`src/rtl/core/lhp_pkg.sv`:
```
// ----------------------------------------------------------------------------
// lhp_pkg: shared definitions for the latency histogram unit
// Sizes, codes, tier widths and percentile ratios used by the histogram core
// and its serial divider.
// ----------------------------------------------------------------------------
package lhp_pkg;

  localparam int TIERS   = 4;
  localparam int BUCKETS = 100;
  localparam int LARGEST = 8;

  localparam int ENTRIES = TIERS * BUCKETS;
  localparam int ADDR_W  = $clog2(ENTRIES);
  localparam int WI_W    = $clog2(ENTRIES + 2);
  localparam int CNT_W   = 32;
  localparam int SUM_W   = CNT_W + $clog2(ENTRIES);
  localparam int QUO_W   = 7;
  localparam int DVD_W   = SUM_W + QUO_W;
  localparam int STEP_W  = $clog2(QUO_W);
  localparam int ITEMS   = 5 + LARGEST;
  localparam int ITEM_W  = $clog2(ITEMS);
  localparam int LIDX_W  = (LARGEST > 1) ? $clog2(LARGEST) : 1;
  localparam int TIER_W  = 2;
  localparam int BKT_W   = 7;
  localparam int TIME_W  = 27;
  localparam int WIDTH_W = 20;
  localparam int RCP_W   = 28;
  localparam int PROD_W  = TIME_W + RCP_W;

  localparam logic [31:0] SAT_LIMIT = 32'd2000000000;
  localparam logic [31:0] SAT_VALUE = 32'hFFFF_FFFF;
  localparam logic [QUO_W-1:0] SHARE_MAX = 7'd100;

  localparam logic [1:0] MODE_RECORD = 2'd0;
  localparam logic [1:0] MODE_REPORT = 2'd1;
  localparam logic [1:0] MODE_CLEAR  = 2'd2;

  localparam logic [1:0] KIND_SUMMARY = 2'd0;
  localparam logic [1:0] KIND_PCT     = 2'd1;
  localparam logic [1:0] KIND_LARGEST = 2'd2;

  localparam int IN_DATA_W  = 40;
  localparam int OUT_DATA_W = 272;

  // Bucket width of a tier in ns.
  function automatic logic [WIDTH_W-1:0] tier_width(input logic [TIER_W-1:0] d);
    logic [WIDTH_W-1:0] w;
    case (d)
      2'd0:    w = 20'd1000;
      2'd1:    w = 20'd10000;
      2'd2:    w = 20'd100000;
      default: w = 20'd1000000;
    endcase
    return w;
  endfunction

  // Rounded-up reciprocal of a tier width, scaled by 2^27, 2^34, 2^40 and
  // 2^47 per tier; exact for every sample below the tier's limit.
  function automatic logic [RCP_W-1:0] tier_recip(input logic [TIER_W-1:0] d);
    logic [RCP_W-1:0] r;
    case (d)
      2'd0:    r = 28'd134218;
      2'd1:    r = 28'd1717987;
      2'd2:    r = 28'd10995117;
      default: r = 28'd140737489;
    endcase
    return r;
  endfunction

  // Exclusive upper bound of the samples a tier covers.
  function automatic logic [TIME_W-1:0] tier_limit(input logic [TIER_W-1:0] d);
    logic [TIME_W-1:0] l;
    case (d)
      2'd0:    l = 27'd100000;
      2'd1:    l = 27'd1000000;
      2'd2:    l = 27'd10000000;
      default: l = 27'd100000000;
    endcase
    return l;
  endfunction

  // Percentile p is reached when sum * den >= count * num.
  function automatic logic [QUO_W-1:0] pct_num(input logic [1:0] p);
    logic [QUO_W-1:0] n;
    case (p)
      2'd0:    n = 7'd1;
      2'd1:    n = 7'd9;
      2'd2:    n = 7'd95;
      default: n = 7'd99;
    endcase
    return n;
  endfunction

  function automatic logic [QUO_W-1:0] pct_den(input logic [1:0] p);
    logic [QUO_W-1:0] n;
    case (p)
      2'd0:    n = 7'd2;
      2'd1:    n = 7'd10;
      default: n = 7'd100;
    endcase
    return n;
  endfunction

endpackage

```
`src/rtl/core/lhp_div.sv`:
```
// ----------------------------------------------------------------------------
// lhp_div: serial restoring divider with a short quotient
// Produces a seven-bit quotient one bit per cycle and flags a quotient that
// does not fit.
// ----------------------------------------------------------------------------
module lhp_div (
  input  logic                      clk_i,
  input  logic                      rst_ni,
  input  logic                      start_i,
  input  logic [lhp_pkg::DVD_W-1:0] dividend_i,
  input  logic [31:0]               divisor_i,
  output logic                      done_o,
  output logic [lhp_pkg::QUO_W-1:0] quot_o,
  output logic                      ovf_o
);

  logic [lhp_pkg::DVD_W-1:0]  rem_q;
  logic [31:0]                dsr_q;
  logic [lhp_pkg::QUO_W-1:0]  quot_q;
  logic                       ovf_q;
  logic [lhp_pkg::STEP_W-1:0] step_q;
  logic                       busy_q;
  logic                       done_q;
  logic [lhp_pkg::DVD_W-1:0]  trial;

  assign trial = lhp_pkg::DVD_W'(dsr_q) << step_q;

  always_ff @(posedge clk_i or negedge rst_ni) begin
    if (!rst_ni) begin
      busy_q <= 1'b0;
      done_q <= 1'b0;
      step_q <= '0;
    end else begin
      done_q <= 1'b0;
      if (start_i) begin
        busy_q <= 1'b1;
        step_q <= lhp_pkg::STEP_W'(lhp_pkg::QUO_W - 1);
      end else if (busy_q) begin
        if (step_q == '0) begin
          busy_q <= 1'b0;
          done_q <= 1'b1;
        end else begin
          step_q <= step_q - 1'b1;
        end
      end
    end
  end

  always_ff @(posedge clk_i) begin
    if (start_i) begin
      rem_q  <= dividend_i;
      dsr_q  <= divisor_i;
      quot_q <= '0;
      ovf_q  <= dividend_i >= (lhp_pkg::DVD_W'(divisor_i) << lhp_pkg::QUO_W);
    end else if (busy_q && rem_q >= trial) begin
      rem_q          <= rem_q - trial;
      quot_q[step_q] <= 1'b1;
    end
  end

  assign done_o = done_q;
  assign quot_o = quot_q;
  assign ovf_o  = ovf_q;

endmodule

```
`config.mk`:
```
export PLATFORM = sky130hd
export DESIGN_NAME = lhp_div
export DESIGN_NICKNAME = d
export VERILOG_FILES = /design/src/rtl/core/lhp_pkg.sv /design/src/rtl/core/lhp_div.sv
export SDC_FILE = /design/constraint.sdc
export NUM_CORES = 1
export LEC_CHECK = 0
export BUFFER_PORTS_ARGS = -buffer_cell sky130_fd_sc_hd__buf_2
export CORE_ASPECT_RATIO = 0.9
export CORE_MARGIN = 2
export CORE_UTILIZATION = 60
export CTS_CLUSTER_SIZE = 8
export DETAILED_ROUTE_END_ITERATION = 12
export HOLD_SLACK_MARGIN = 0.02
export MAX_ROUTING_LAYER = met4
export PLACE_DENSITY = 0.82
export SYNTH_ARGS = -nofsm -noshare
export SYNTH_HDL_FRONTEND = slang
export SYNTH_SLANG_ARGS = --single-unit
```
`constraint.sdc`:
```
create_clock -name clk_i -period 5.4 [get_ports clk_i]
set_clock_uncertainty 0.2 [all_clocks]
set_input_delay 0 -clock clk_i [delete_from_list [all_inputs] [get_ports clk_i]]
set_output_delay 0 -clock clk_i [all_outputs]
set_load 0.01 [all_outputs]
```
# Word-level counts from Yosys, hierarchy flattened
# Index checks and enable logic that the tools add are counted.
# word_totals
reg_bits	93
output_inout_bits	9
word_cells	35
in_bits	83
# classes
n_shift	1
muxes	13
magnitude_cmp	4
add_sub_neg	2
bitwise	1
n_reduce_logical	6
eq_ne	1
# op_table
cell	n
48-bit 2-to-1 mux	2
48-bit by 39-bit greater-or-equal comparator with 1-bit output	1
48-bit greater-or-equal comparator	1
32-bit by 3-bit << shifter with 48-bit output	1
48-bit subtractor	1
3-bit 2-to-1 mux	3
1-bit 2-to-1 mux	7
7-bit bitwise OR	1
3-bit by 4-bit less-than comparator with 1-bit output, second input constant	1
2-bit nonzero test	2
1-bit demux with 3-bit select	1
3-bit by 1-bit greater-or-equal comparator with 1-bit output, second input constant	1
3-bit logical NOT	1
3-bit by 1-bit subtractor with 3-bit output, second input constant	1
1-bit logical AND	2
2-bit inequality test, second input constant	1
2-bit AND reduction	1

# Longest topological paths before layout
# logic_depth
word_depth	5
ltp_mapped	18
depth_no_buf	14

# Worst setup path after synthesis
# OpenSTA, ideal clock, no wires.
# synth_timing
path_kind	flip-flop to flip-flop
from	reg step_q[0] (netlist name)
to	reg rem_q[0] (netlist name), enable pin
period_less_slack_ns	4.904
path_stages_with_launch	17
path_buffers	3
slack_ns	0.496
required_ns	4.796
setup_time_ns	0.404
arrival_time_ns	4.299
path_cell_list	dfrtp_1 -> clkbuf_1 -> buf_2 -> inv_1 -> clkbuf_1 -> mux2i_1 -> mux2i_1 -> ha_1 -> nand3_1 -> inv_1 -> nand3_1 -> o211ai_2 -> a221oi_4 -> o31ai_1 -> a21oi_1 -> o21ai_2 -> a21o_1
# synth_via
elab_chain_cells	4
# synth_lines
element	line	text
start, declared	lhp_div.sv:21	logic [lhp_pkg::STEP_W-1:0] step_q;
start signal, assigned	lhp_div.sv:37	step_q <= lhp_pkg::STEP_W'(lhp_pkg::QUO_W - 1);
start signal, assigned	lhp_div.sv:43	step_q <= step_q - 1'b1;
32-bit by 3-bit << shifter with 48-bit output	lhp_div.sv:26	assign trial = lhp_pkg::DVD_W'(dsr_q) << step_q;
48-bit greater-or-equal comparator	lhp_div.sv:55	end else if (busy_q && rem_q >= trial) begin
1-bit logical AND	lhp_div.sv:55	
2-bit nonzero test (no source line)	-	
end signal, assigned	lhp_div.sv:51	rem_q <= dividend_i;
end signal, assigned	lhp_div.sv:56	rem_q <= rem_q - trial;
end, declared	lhp_div.sv:17	logic [lhp_pkg::DVD_W-1:0] rem_q;
# No other way between the ends.
# A chain may end at the register's enable or synchronous reset.

# Final worst setup path
# layout_timing
from	reg step_q[1] (netlist name)
to	reg rem_q[35] (netlist name) (data pin)
# layout_via
elab_chain_cells	4
# layout_lines
element	line	text
32-bit by 3-bit << shifter with 48-bit output	lhp_div.sv:26	
48-bit subtractor	lhp_div.sv:56	
48-bit 2-to-1 mux	lhp_div.sv:55	
48-bit 2-to-1 mux	lhp_div.sv:50	if (start_i) begin
# No other way between the ends. The select of a mux whose other input is x is not followed.

==> metrics.md <==
| Metric | Value |
|---|---|
| Pwr dens | 581 nW/um2 |
| Share of cells above drive strength 1 | 0.166 |
| Synth-to-Final Area Change | 23.3% |
| H-tree lvl count | 3 |
| Register Area | 2700 um2 |
| First-pass DRT Iterations | 6 |
| Top FF cell, synth | edfxtp_1 |
| Sequential element share of the synthesized area | 0.336 |
| Clock root cell | clkbuf_16 |
| DR vias | 7381 |
| Final #Nets | 1165 |
| IO Port Bufs | 91 |
| Vias in the first global route | 7119 |
| Fraction of registers with async set/reset | 0.0538 |
| Seq cells post-synth | 93 |
| GRT Residual Overflow | 0 |
| Mapped Nets | 997 |
| FP Rows | 40 |
| EDFF count, synth | 81 |
| Area occupied by multi-input gates | 4970 um2 |
| Fmax | 194 MHz |
| R2R depth | 14 |
| Syn. warnings | 0 |
| Clock Latency Late Sink | 0.37 ns |
| Peak VDD IR | 0.266 mV |
| Ports | 92 |
| Final setup TNS | 0 ns |
| Die ar. | 14300 um2 |
| Post-CTS setup buffers | 0 |
| Diode count | 0 |
| Worst path required time | 5.32 ns |
| Slew HR | 0.417 |
| Mapped cell area | 8020 um2 |
| Status | finished clean |
| Routed length per instance | 19.4 um |
| Number of remaining DRC errors | 0 |
| Fillers | 913 |
| Final setup margin | 0.243 ns |
| Area of the core | 13200 um2 |
| First-pass GRT wire length | 36600 um |
| Chip Width | 126 um |
| Min-Delay Path Class | input port to register |
| Initial Utilization | 0.607 |
| Leakage power | 4.24 nW |
| DP HPWL | 15400 um |
| Worst R2R End | rem_q[35] |
| CP Capture Type | register |
| Fin crit share | 0.955 |
| Final GP Congestion | 0.966 |
| Most frequent cells in the layout | dlygate4sd3_1, buf_2, nand2_1 |
| Tmin final | 5.16 ns |
| Distinct cells, synth | 66 |
| Total GRT Usage | 0.334 |
| Largest net degree at the start of global routing | 91 |
| Via density | 6.25 |
| Total CTS buffers | 9 |
| Clock Tree Buf Depth | 2 |
| R2R Setup Slk | 0.24 ns |
| Mean area per synthesized cell | 9.55 um2 |
| Clk slew on worst S/H paths | 0.07 ns |
| Crit path max fanout | 21 |
| Pre-CTS setup slack | 0.474 ns |
| Worst setup path endpoint | rem_q[35] |
| Drt initial violations | 727 |
| Pins Over Slew Limit | 0 |
| Vert. Die Dim | 114 um |
| CTS sink cnt | 93 |
| Post-route ant nets | 0 |
| Start point of the critical path | step_q[1] |
| TritonCTS clock tree | built |
| Final setup viols | 0 |
| Tightest Pin Transition | 0.874 ns |
| Max-cap violations | 0 |
| Critical path class | register to register |
| RSZ-0062 raised after global routing | no |
| Commonest non-fill, non-tap cell in the layout | dlygate4sd3_1 |
| Antenna violations before repair | 0 |
| CP arrival | 5.07 ns |
| Reg-to-Reg Start | step_q[1] |
| Hold Vio Cnt, Final | 0 |
| Startpoint Class | register |
| Total wire length | 22900 um |
| Synthesized instance count | 840 |
-- worst max-delay path: stages (launching register included) --
cell           delay, ns
dfrtp_1             0.90
buf_4               0.43
mux4_2              0.40
mux2i_1             0.21
ha_1                0.37
a21o_1              0.23
a21o_1              0.17
a221o_1             0.37
o21ai_1             0.15
nand3b_1            0.10
a31oi_2             0.41
o21ai_1             0.15
xnor2_1             0.15
o21ai_0             0.09
dlygate4sd3_1       0.58
-- flip-flops by register name (all words and copies together) (netlist names) --
register / cells
rem_q: 48
dsr_q: 32
quot_o: 7
step_q: 3
busy_q: 1
done_o: 1
ovf_o: 1
-- layer usage --
layer	global-route usage	vias to the layer above	share of wire
met5	-	-	0
met4	0.109	0	0.026
met3	0.0774	60	0.080
met2	0.514	357	0.46
met1	0.442	3477	0.44
li1	-	3487	-
-- report_power, final --
| group | leakage [nW] | total, mW | internal, mW | switching, mW |
|---|---|---|---|---|
| Sequential | 0.954 | 1.24 | 1.07 | 0.161 |
| Combinational | 3.14 | 3.86 | 1.57 | 2.29 |
| Clock | 0.148 | 0.645 | 0.354 | 0.291 |
| Total | 4.24 | 5.75 | 3.00 | 2.74 |
-- cells in the mapped netlist, types with 9 or more instances --
library cell,number,area [um2]
nand2_1,84,315
a21oi_1,54,270
a21o_1,29,218
nand4_1,20,125
edfxtp_1,81,2430
nor3_1,11,55.1
mux4_2,23,518
nand2b_1,9,56.3
clkbuf_1,31,116
nor2_1,43,161
ha_1,73,913
o21bai_1,10,75.1
xnor2_1,23,201
xor2_1,20,175
nand3_1,12,60.1
o21ai_1,16,80.1
inv_1,49,184
a31oi_1,10,62.6
mux2i_1,34,340
and3_1,13,81.3
o21ai_0,66,330
nor2b_1,13,81.3
-- final cells by class --
class,count,share of cell area
clock inverters,4,0.00291
repair buffers,199,0.153
well taps,168,0.0213
flip-flops and latches,93,0.273
clock buffers,12,0.0271
inverters,51,0.0194
multi-input cells,654,0.503
-- repair_timing --
action	4_1_cts	5_1_grt
setup endpoints to repair	0	36
hold endpoints to repair	91	0
hold buffers	99	0
gates resized for setup	0	1
-- kinds of logic after synthesis --
| group | after synthesis | share of synthesized area |
|---|---|---|
| XOR/XNOR | 43 | 0.0470 |
| flip-flops | 93 | 0.336 |
| buffers and inverters | 93 | 0.0445 |
| adder cells (fa/ha/maj) | 74 | 0.116 |
| AO/OA/AOI/OAI | 239 | 0.197 |
| AND/OR/NAND/NOR | 233 | 0.141 |
| multiplexers | 65 | 0.118 |
-- worst min path at each step --
stage               cells after the start  slack, ns           from        end
floorplan                               0      -0.50         rst_ni     busy_q
global placement                        1      -0.37         rst_ni     done_o
detailed placement                      1      -0.37         rst_ni     done_o
CTS                                     2       0.15  divisor_i[12]  dsr_q[12]
global route                            2       0.16   divisor_i[1]   dsr_q[1]
finish                                  2       0.16   divisor_i[5]   dsr_q[5]
-- per-stage QoR --
stage	instances	area [um2]	util	hold WS (ns)	power, mW
6_report	1181	9890	0.748	0.158	5.75
5_1_grt	1181	9890	0.748	0.165	6.12
4_1_cts	1181	9880	0.748	0.148	5.61
3_5_place_dp	1066	8590	0.650	-0.370	4.80
3_3_place_gp	1066	8590	0.650	-0.370	4.75
2_1_floorplan	840	8020	-	-0.496	3.93
Power figures use the tool's default switching activity.
